===== src/hw/rtl/lcfls_pkg.sv =====
// Shared types and constants for the LED cube frame loader and scan block.
// No dependencies.
`default_nettype none

package lcfls_pkg;

    localparam int CUBE_SIDE_DEFAULT = 8;
    localparam logic [7:0] START_CODE_RESET = 8'hF2;

    localparam int ROW_SEL_W     = 3;
    localparam int DATA_W        = 8;
    localparam int LAYER_DRIVE_W = 8;

    typedef enum logic {
        REQ_RX_BYTE   = 1'b0,
        REQ_SCAN_TICK = 1'b1
    } req_type_t;

endpackage

`default_nettype wire


===== src/hw/rtl/lcfls_frame_ram.sv =====
// Frame store: two frame buffers in one simple dual-port RAM.
// One write port, one registered read port; depends on lcfls_pkg.
`default_nettype none

module lcfls_frame_ram #(
    parameter int CUBE_SIDE = lcfls_pkg::CUBE_SIDE_DEFAULT
) (
    input  wire logic                                        aclk,
    input  wire logic                                        wr_en,
    input  wire logic [$clog2(2*CUBE_SIDE*CUBE_SIDE)-1:0]    wr_addr,
    input  wire logic [lcfls_pkg::DATA_W-1:0]                wr_data,
    input  wire logic                                        rd_en,
    input  wire logic [$clog2(2*CUBE_SIDE*CUBE_SIDE)-1:0]    rd_addr,
    output logic      [lcfls_pkg::DATA_W-1:0]                rd_data
);

    localparam int DEPTH = 2 * CUBE_SIDE * CUBE_SIDE;

    logic [lcfls_pkg::DATA_W-1:0] mem [DEPTH];

    always_ff @(posedge aclk) begin
        if (wr_en) begin
            mem[wr_addr] <= wr_data;
        end
    end

    // read data holds while rd_en is low
    always_ff @(posedge aclk) begin
        if (rd_en) begin
            rd_data <= mem[rd_addr];
        end
    end

endmodule

`default_nettype wire


===== src/hw/rtl/lcfls_ctrl.sv =====
// Frame loader and scan sequencer: byte loading, buffer swap, row reads, output register.
// Depends on lcfls_pkg; drives the ports of lcfls_frame_ram.
`default_nettype none

module lcfls_ctrl #(
    parameter int CUBE_SIDE = lcfls_pkg::CUBE_SIDE_DEFAULT
) (
    input  wire logic                                        aclk,
    input  wire logic                                        aresetn,
    input  wire logic [7:0]                                  start_code,
    input  wire logic                                        s_valid,
    output logic                                             s_ready,
    input  wire logic                                        s_req_type,
    input  wire logic [7:0]                                  s_rx_byte,
    output logic                                             m_valid,
    input  wire logic                                        m_ready,
    output logic      [lcfls_pkg::ROW_SEL_W-1:0]             m_row_select,
    output logic      [lcfls_pkg::DATA_W-1:0]                m_row_data,
    output logic      [lcfls_pkg::LAYER_DRIVE_W-1:0]         m_layer_drive,
    output logic                                             m_last,
    output logic                                             ram_wr_en,
    output logic      [$clog2(2*CUBE_SIDE*CUBE_SIDE)-1:0]    ram_wr_addr,
    output logic      [lcfls_pkg::DATA_W-1:0]                ram_wr_data,
    output logic                                             ram_rd_en,
    output logic      [$clog2(2*CUBE_SIDE*CUBE_SIDE)-1:0]    ram_rd_addr,
    input  wire logic [lcfls_pkg::DATA_W-1:0]                ram_rd_data
);

    localparam int FRAME_BYTES = CUBE_SIDE * CUBE_SIDE;
    localparam int ADDR_W      = $clog2(2 * FRAME_BYTES);
    localparam int CNT_W       = $clog2(FRAME_BYTES);
    localparam int ROW_W       = $clog2(CUBE_SIDE);
    localparam int RSW         = lcfls_pkg::ROW_SEL_W;
    localparam int LDW         = lcfls_pkg::LAYER_DRIVE_W;
    localparam int DW          = lcfls_pkg::DATA_W;

    typedef enum logic {
        ST_IDLE,
        ST_SCAN
    } state_t;

    state_t           state_reg,        state_next;
    logic             receiving_reg,    receiving_next;
    logic             front_sel_reg,    front_sel_next;
    logic             front_loaded_reg, front_loaded_next;
    logic [CNT_W-1:0] byte_cnt_reg,     byte_cnt_next;
    logic [ROW_W-1:0] layer_reg,        layer_next;
    logic [ROW_W-1:0] row_reg,          row_next;
    logic             pend_reg,         pend_next;
    logic [ROW_W-1:0] pend_row_reg,     pend_row_next;
    logic [ROW_W-1:0] pend_layer_reg,   pend_layer_next;
    logic             pend_zero_reg,    pend_zero_next;
    logic             out_valid_reg,    out_valid_next;
    logic [RSW-1:0]   out_row_reg,      out_row_next;
    logic [DW-1:0]    out_data_reg,     out_data_next;
    logic [LDW-1:0]   out_layer_reg,    out_layer_next;
    logic             out_last_reg,     out_last_next;

    logic                 accept;
    logic                 byte_acc;
    logic                 take;
    logic                 out_free;
    logic                 move;
    logic                 issue;
    logic                 last_row;
    logic                 last_byte;
    logic                 pend_last;
    logic [ADDR_W-1:0]    front_base;
    logic [ADDR_W-1:0]    back_base;
    logic [CUBE_SIDE-1:0] layer_onehot;

    assign s_ready   = (state_reg == ST_IDLE);
    assign accept    = s_valid & s_ready;
    assign byte_acc  = accept & (s_req_type == lcfls_pkg::REQ_RX_BYTE);
    assign take      = out_valid_reg & m_ready;
    assign out_free  = ~out_valid_reg | take;
    assign move      = pend_reg & out_free;
    // next read only once the RAM output register is free or drains this cycle
    assign issue     = (state_reg == ST_SCAN) & (~pend_reg | move);
    assign last_row  = (row_reg == ROW_W'(CUBE_SIDE - 1));
    assign last_byte = (byte_cnt_reg == CNT_W'(FRAME_BYTES - 1));
    assign pend_last = (pend_row_reg == ROW_W'(CUBE_SIDE - 1));

    assign front_base   = front_sel_reg ? ADDR_W'(FRAME_BYTES) : '0;
    assign back_base    = front_sel_reg ? '0 : ADDR_W'(FRAME_BYTES);
    assign layer_onehot = {{(CUBE_SIDE - 1){1'b0}}, 1'b1} << pend_layer_reg;

    // writes hit the back buffer, reads the front one: never the same entry
    assign ram_wr_en   = byte_acc & receiving_reg;
    assign ram_wr_addr = back_base + ADDR_W'(byte_cnt_reg);
    assign ram_wr_data = s_rx_byte;
    assign ram_rd_en   = issue;
    assign ram_rd_addr = front_base + ADDR_W'(layer_reg) * ADDR_W'(CUBE_SIDE)
                         + ADDR_W'(row_reg);

    assign m_valid       = out_valid_reg;
    assign m_row_select  = out_row_reg;
    assign m_row_data    = out_data_reg;
    assign m_layer_drive = out_layer_reg;
    assign m_last        = out_last_reg;

    always_comb begin
        state_next        = state_reg;
        receiving_next    = receiving_reg;
        front_sel_next    = front_sel_reg;
        front_loaded_next = front_loaded_reg;
        byte_cnt_next     = byte_cnt_reg;
        layer_next        = layer_reg;
        row_next          = row_reg;
        pend_row_next     = pend_row_reg;
        pend_layer_next   = pend_layer_reg;
        pend_zero_next    = pend_zero_reg;
        out_valid_next    = out_valid_reg;
        out_row_next      = out_row_reg;
        out_data_next     = out_data_reg;
        out_layer_next    = out_layer_reg;
        out_last_next     = out_last_reg;

        if (byte_acc) begin
            if (!receiving_reg) begin
                if (s_rx_byte == start_code) begin
                    receiving_next = 1'b1;
                    byte_cnt_next  = '0;
                end
            end else if (last_byte) begin
                // swap; the old front is logically cleared and gets fully
                // rewritten before it can be shown again
                front_sel_next    = ~front_sel_reg;
                front_loaded_next = 1'b1;
                receiving_next    = 1'b0;
                byte_cnt_next     = '0;
            end else begin
                byte_cnt_next = byte_cnt_reg + 1'b1;
            end
        end

        if (accept && s_req_type == lcfls_pkg::REQ_SCAN_TICK) begin
            state_next = ST_SCAN;
            row_next   = '0;
        end

        if (issue) begin
            pend_row_next   = row_reg;
            pend_layer_next = layer_reg;
            // buffer never loaded since reset reads as zero
            pend_zero_next  = ~front_loaded_reg;
            if (last_row) begin
                state_next = ST_IDLE;
                layer_next = (layer_reg == ROW_W'(CUBE_SIDE - 1)) ? '0 : layer_reg + 1'b1;
            end else begin
                row_next = row_reg + 1'b1;
            end
        end

        pend_next = issue | (pend_reg & ~move);

        if (move) begin
            out_valid_next = 1'b1;
            out_row_next   = RSW'(pend_row_reg);
            out_data_next  = pend_zero_reg ? '0 : ram_rd_data;
            out_layer_next = pend_last ? LDW'(layer_onehot) : '0;
            out_last_next  = pend_last;
        end else if (take) begin
            out_valid_next = 1'b0;
        end
    end

    always_ff @(posedge aclk) begin
        if (!aresetn) begin
            state_reg        <= ST_IDLE;
            receiving_reg    <= 1'b0;
            front_sel_reg    <= 1'b0;
            front_loaded_reg <= 1'b0;
            byte_cnt_reg     <= '0;
            layer_reg        <= '0;
            row_reg          <= '0;
            pend_reg         <= 1'b0;
            out_valid_reg    <= 1'b0;
        end else begin
            state_reg        <= state_next;
            receiving_reg    <= receiving_next;
            front_sel_reg    <= front_sel_next;
            front_loaded_reg <= front_loaded_next;
            byte_cnt_reg     <= byte_cnt_next;
            layer_reg        <= layer_next;
            row_reg          <= row_next;
            pend_reg         <= pend_next;
            out_valid_reg    <= out_valid_next;
        end
        pend_row_reg   <= pend_row_next;
        pend_layer_reg <= pend_layer_next;
        pend_zero_reg  <= pend_zero_next;
        out_row_reg    <= out_row_next;
        out_data_reg   <= out_data_next;
        out_layer_reg  <= out_layer_next;
        out_last_reg   <= out_last_next;
    end

endmodule

`default_nettype wire


===== src/hw/rtl/led_cube_frame_loader_and_scan.sv =====
// Serial byte: accepted without producing a result; s_ready stays high while idle.
// Scan tick: rows pass the RAM read register and the output register, one row beat
// per cycle unless m_ready stalls (CUBE_SIDE beats a tick), set by the single read port.
// Reset (aresetn low, synchronous) empties the pipeline, shows buffer 0 as all
// zero, resets start_code to 0xF2; no clearing pass, ready right after reset.
`default_nettype none

module led_cube_frame_loader_and_scan #(
    parameter int CUBE_SIDE = lcfls_pkg::CUBE_SIDE_DEFAULT
) (
    input  wire logic                                  aclk,
    input  wire logic                                  aresetn,
    // configuration: start code
    input  wire logic                                  cfg_wr_en,
    input  wire logic [7:0]                            cfg_wr_data,
    // request channel
    input  wire logic                                  s_valid,
    output logic                                       s_ready,
    input  wire logic                                  s_req_type,
    input  wire logic [7:0]                            s_rx_byte,
    // row result channel
    output logic                                       m_valid,
    input  wire logic                                  m_ready,
    output logic      [lcfls_pkg::ROW_SEL_W-1:0]       m_row_select,
    output logic      [lcfls_pkg::DATA_W-1:0]          m_row_data,
    output logic      [lcfls_pkg::LAYER_DRIVE_W-1:0]   m_layer_drive,
    output logic                                       m_last
);

    localparam int ADDR_W = $clog2(2 * CUBE_SIDE * CUBE_SIDE);

    // start code register, to be written only while idle; the block does not enforce this
    logic [7:0] start_code_reg;

    always_ff @(posedge aclk) begin
        if (!aresetn) begin
            start_code_reg <= lcfls_pkg::START_CODE_RESET;
        end else if (cfg_wr_en) begin
            start_code_reg <= cfg_wr_data;
        end
    end

    // RAM port nets
    logic                          ram_wr_en;
    logic [ADDR_W-1:0]             ram_wr_addr;
    logic [lcfls_pkg::DATA_W-1:0]  ram_wr_data;
    logic                          ram_rd_en;
    logic [ADDR_W-1:0]             ram_rd_addr;
    logic [lcfls_pkg::DATA_W-1:0]  ram_rd_data;

    // Sequencer: loads frames into the back half, walks the rows of the
    // current layer out of the front half, and holds one beat in its
    // output register; a stalled sink stalls reads when it and rd_data are full.
    lcfls_ctrl #(
        .CUBE_SIDE (CUBE_SIDE)
    ) u_ctrl (
        .aclk          (aclk),
        .aresetn       (aresetn),
        .start_code    (start_code_reg),
        .s_valid       (s_valid),
        .s_ready       (s_ready),
        .s_req_type    (s_req_type),
        .s_rx_byte     (s_rx_byte),
        .m_valid       (m_valid),
        .m_ready       (m_ready),
        .m_row_select  (m_row_select),
        .m_row_data    (m_row_data),
        .m_layer_drive (m_layer_drive),
        .m_last        (m_last),
        .ram_wr_en     (ram_wr_en),
        .ram_wr_addr   (ram_wr_addr),
        .ram_wr_data   (ram_wr_data),
        .ram_rd_en     (ram_rd_en),
        .ram_rd_addr   (ram_rd_addr),
        .ram_rd_data   (ram_rd_data)
    );

    // Both frame buffers: front half selected by the sequencer's swap bit.
    lcfls_frame_ram #(
        .CUBE_SIDE (CUBE_SIDE)
    ) u_frame_ram (
        .aclk    (aclk),
        .wr_en   (ram_wr_en),
        .wr_addr (ram_wr_addr),
        .wr_data (ram_wr_data),
        .rd_en   (ram_rd_en),
        .rd_addr (ram_rd_addr),
        .rd_data (ram_rd_data)
    );

endmodule

`default_nettype wire


===== config.mk =====
export PLATFORM = sky130hd
export DESIGN_NAME = led_cube_frame_loader_and_scan
export DESIGN_NICKNAME = d
export VERILOG_FILES = /design/src/hw/rtl/lcfls_pkg.sv /design/src/hw/rtl/lcfls_frame_ram.sv /design/src/hw/rtl/lcfls_ctrl.sv /design/src/hw/rtl/led_cube_frame_loader_and_scan.sv
export SDC_FILE = /design/constraint.sdc
export NUM_CORES = 1
export LEC_CHECK = 0
export BUFFER_PORTS_ARGS = -buffer_cell sky130_fd_sc_hd__buf_2
export CORE_ASPECT_RATIO = 1.2
export CORE_MARGIN = 1
export CORE_UTILIZATION = 55
export CTS_CLUSTER_DIAMETER = 60
export DETAILED_ROUTE_END_ITERATION = 8
export PLACE_DENSITY = 0.69
export SYNTH_ARGS = -nofsm -noshare
export SYNTH_HDL_FRONTEND = slang
export SYNTH_HIERARCHICAL = 1
export SYNTH_SLANG_ARGS = --single-unit

===== constraint.sdc =====
create_clock -name aclk -period 5 [get_ports aclk]
set_clock_uncertainty 0.1 [all_clocks]
set_input_delay 0.25 -clock aclk [delete_from_list [all_inputs] [get_ports aclk]]
set_output_delay 0.25 -clock aclk [all_outputs]
set_load 0.05 [all_outputs]

==> results_dict.tcl <==
set metrics [dict create \
    clk_latency_ns 0.69 \
    area_growth_pct 13.9 \
    final_common_cell "edfxtp_1" \
    startpoint_type "register" \
    hold_depth 1 \
    cp_max_fo 41 \
    port_buffers 43 \
    grt_pass1_vias 20300 \
    clockBufferDepth 3 \
    die_x_um 254 \
    die_y_um 305 \
    cts_root_buffer "clkbuf_16" \
    hold_path_startpoint "s_rx_byte[2]" \
    path_class "reg -> reg" \
    syn_area_um2 42000 \
    cts_resized 0 \
    finalSetupViolCount 0 \
    synthesis.instances 1822 \
    ys_types 42 \
    grt_use_total 0.250 \
    cts_buffers 104 \
    synth_area_leaders "edfxtp_1 76%, mux4_2 18%, dfxtp_1 1.2%, nor2_1 1.2%, clkbuf_1 0.40%" \
    grt_max_degree 110 \
    hold_viol_final 0 \
    cp_common_cell "mux4_2" \
    yosys_warnings 6 \
    drc_errors 0 \
    fin_crit_sh 0.757 \
    hpwl_mm 57.7 \
    final_cell_mix "1059 x edfxtp_1, 336 x mux4_2, 135 x nor2_1" \
    yosysTopAreaCell "edfxtp_1" \
    holdWs_ns 0.0171 \
    rsz0062_at_grt "false" \
    finalSetupTns_ns 0 \
    max-cap-violations 0 \
    seq_area_um2 32300 \
    cp.required_ns 5.33 \
    max_stage_delay_ns 0.78 \
    arrival_ns 4.12 \
    coreArea_um2 75300 \
    dp_slack_ns 1.15 \
    cts_sinks 1085 \
    overflow 0 \
    dr_total_vias 19500 \
    postRouteAntennaNets 0 \
    p_per_area_nw_per_um2 383 \
    clock.fmax_mhz 264 \
    cp_top_family "multiplexers" \
    cp.depth 6 \
    period_minus_slack_ns 3.79 \
    outcome "finished clean" \
    largest_reg_flops 1024 \
    hold_class "in -> reg" \
    cp_cell_sequence "buf_12, buf_4, mux4_2, mux4_2, mux4_2, mux2_2" \
    ff2ff_setup_slack_ns 1.21 \
    final_max_slew_viol_count 0 \
    nets 2059 \
    hold_path_end "u_frame_ram/mem[4][2]" \
    drt-initial-drc-count 1995 \
    reg2reg_to "u_frame_ram/rd_data[6]" \
    clkTransAtPathRegs_ns 0.06 \
    leakagePower_nw 14.6 \
    h-tree-depth 3 \
    synth_top_area_frac 0.758 \
    drt_wl_total_mm 93.1 \
    maxSlewHeadroom 0.179 \
    wl_per_cell_um 29.8 \
    synth_nets 1849 \
    dieArea_um2 77400 \
    antenna_found_initial 2 \
    first_pass_iters 5 \
    postSynthAreaPerCell_um2 23.0 \
    fp-row-count 110 \
    multi_input_area_um2 9170 \
    top_register "u_frame_ram/mem" \
    critPathBufInv 2 \
    ioPinCount 44 \
    synth_seq_cells 1085 \
    slowest_stage "dfxtp_4" \
    critPathCaptureType "register" \
    fin_ws_ns 1.21 \
    avgViaCountPerCell 6.23 \
    grt_pass1_wl_mm 138 \
    fillCellCount 4888 \
    ir_worst_vdd_uv 243 \
    ys_seq_area_frac 0.770 \
    initial_core_util 0.557 \
    rr_worst_depth 6 \
    tightest_slew_ns 1.23 \
    cts_tree "yes" \
    r2r-start "u_ctrl/row_reg[0]" \
    gp_congestion 0.838 \
    drive_above_1_share 0.321 \
]
[cell families (layout without fill, tap and decap cells)]
group	after synthesis	count (layout)	synth area share
and+or+nand+nor	242	242	0.0260
xor gates and xnor gates	9	9	0.00188
AOI/OAI and AO/OA	24	24	0.00414
muxes	352	352	0.184
DFF	1085	1085	0.770
buffers and inverters	105	402	0.0120
other	0	1	0
adders and majority gates	5	5	0.00149
[metrics by stage]
| step | power (W) | cell area (µm²) | util | instances |
|---|---|---|---|---|
| after CTS | 0.0184 | 47800 | 0.635 | 3127 |
| after detailed placement | 0.0108 | 44100 | 0.586 | 2901 |
| after global placement | 0.0108 | 44100 | 0.586 | 2901 |
| after global routing | 0.0188 | 47800 | 0.635 | 3127 |
| final | 0.0183 | 47800 | 0.635 | 3128 |
| after floorplan | 0.0106 | 42000 | - | 1822 |
[worst reg2reg max path: stages, from the launching register on]
cell and delay, ns:
dfxtp_4 0.78, buf_12 0.40, buf_4 0.37, mux4_2 0.54, mux4_2 0.50, mux4_2 0.55
mux2_2 0.29
[area by class of cell]
| class | count | share of cell area |
|---|---|---|
| antenna | 1 | 0.0000524 |
| clock buffer | 128 | 0.0568 |
| clock inverter | 65 | 0.0135 |
| inverter | 5 | 0.000393 |
| multi-input combinational | 632 | 0.192 |
| sequential | 1085 | 0.677 |
| tap | 1008 | 0.0264 |
| timing repair buffer | 204 | 0.0343 |
[power by group]
part / total, W / switching [W] / internal (W)
Clock: 0.00769 / 0.00334 / 0.00435
Combinational: 0.000618 / 0.000354 / 0.000264
Sequential: 0.0100 / 0.0000229 / 0.00999
Total: 0.0183 / 0.00372 / 0.0146
[worst max path at each step]
stage	startpoint	endpoint	slack [ns]
after floorplan	u_ctrl/row_reg[0]	u_frame_ram/rd_data[0]	1.88
after global placement	u_ctrl/row_reg[0]	u_frame_ram/rd_data[6]	1.18
after detailed placement	u_ctrl/row_reg[0]	u_frame_ram/rd_data[6]	1.15
after CTS	u_ctrl/row_reg[0]	u_frame_ram/rd_data[6]	1.13
after global routing	u_ctrl/row_reg[0]	u_frame_ram/rd_data[6]	1.04
final	u_ctrl/row_reg[0]	u_frame_ram/rd_data[6]	1.21
[repair_timing]
action | in CTS | in global routing
endpoints found under the hold margin | 123 | 0
hold buffers | 33 | 0
buffers inserted | 0 | 0
[routing by layer]
metal  GRT usage  up-vias  wire (µm)
li1            -     8110          -
met1       0.330    10400      35500
met2       0.421      812      48400
met3      0.0390      154       5850
met4      0.0978        2       3320
met5           0        -         18
[cell usage after synthesis (all sizes together)]
| cell type | n |
|---|---|
| a221oi | 1 |
| inv | 5 |
| nor2 | 135 |
| and3 | 3 |
| a21oi | 9 |
| nor4 | 2 |
| a32o | 1 |
| nand4 | 3 |
| or3 | 2 |
| nand2 | 32 |
| mux2 | 8 |
| nor2b | 21 |
| ha | 5 |
| buf | 55 |
| clkbuf | 45 |
| nor3b | 1 |
| xor2 | 7 |
| nand3 | 19 |
| edfxtp | 1059 |
| a31oi | 4 |
| mux2i | 8 |
| o21ai | 4 |
| and2 | 1 |
| xnor2 | 2 |
| a31o | 2 |
| and4b | 1 |
| dfxtp | 26 |
| mux4 | 336 |
| nand2b | 8 |
| nor3 | 14 |
| o21a | 2 |
| a311oi | 1 |
Note: power is estimated with default switching activity, not from simulation.
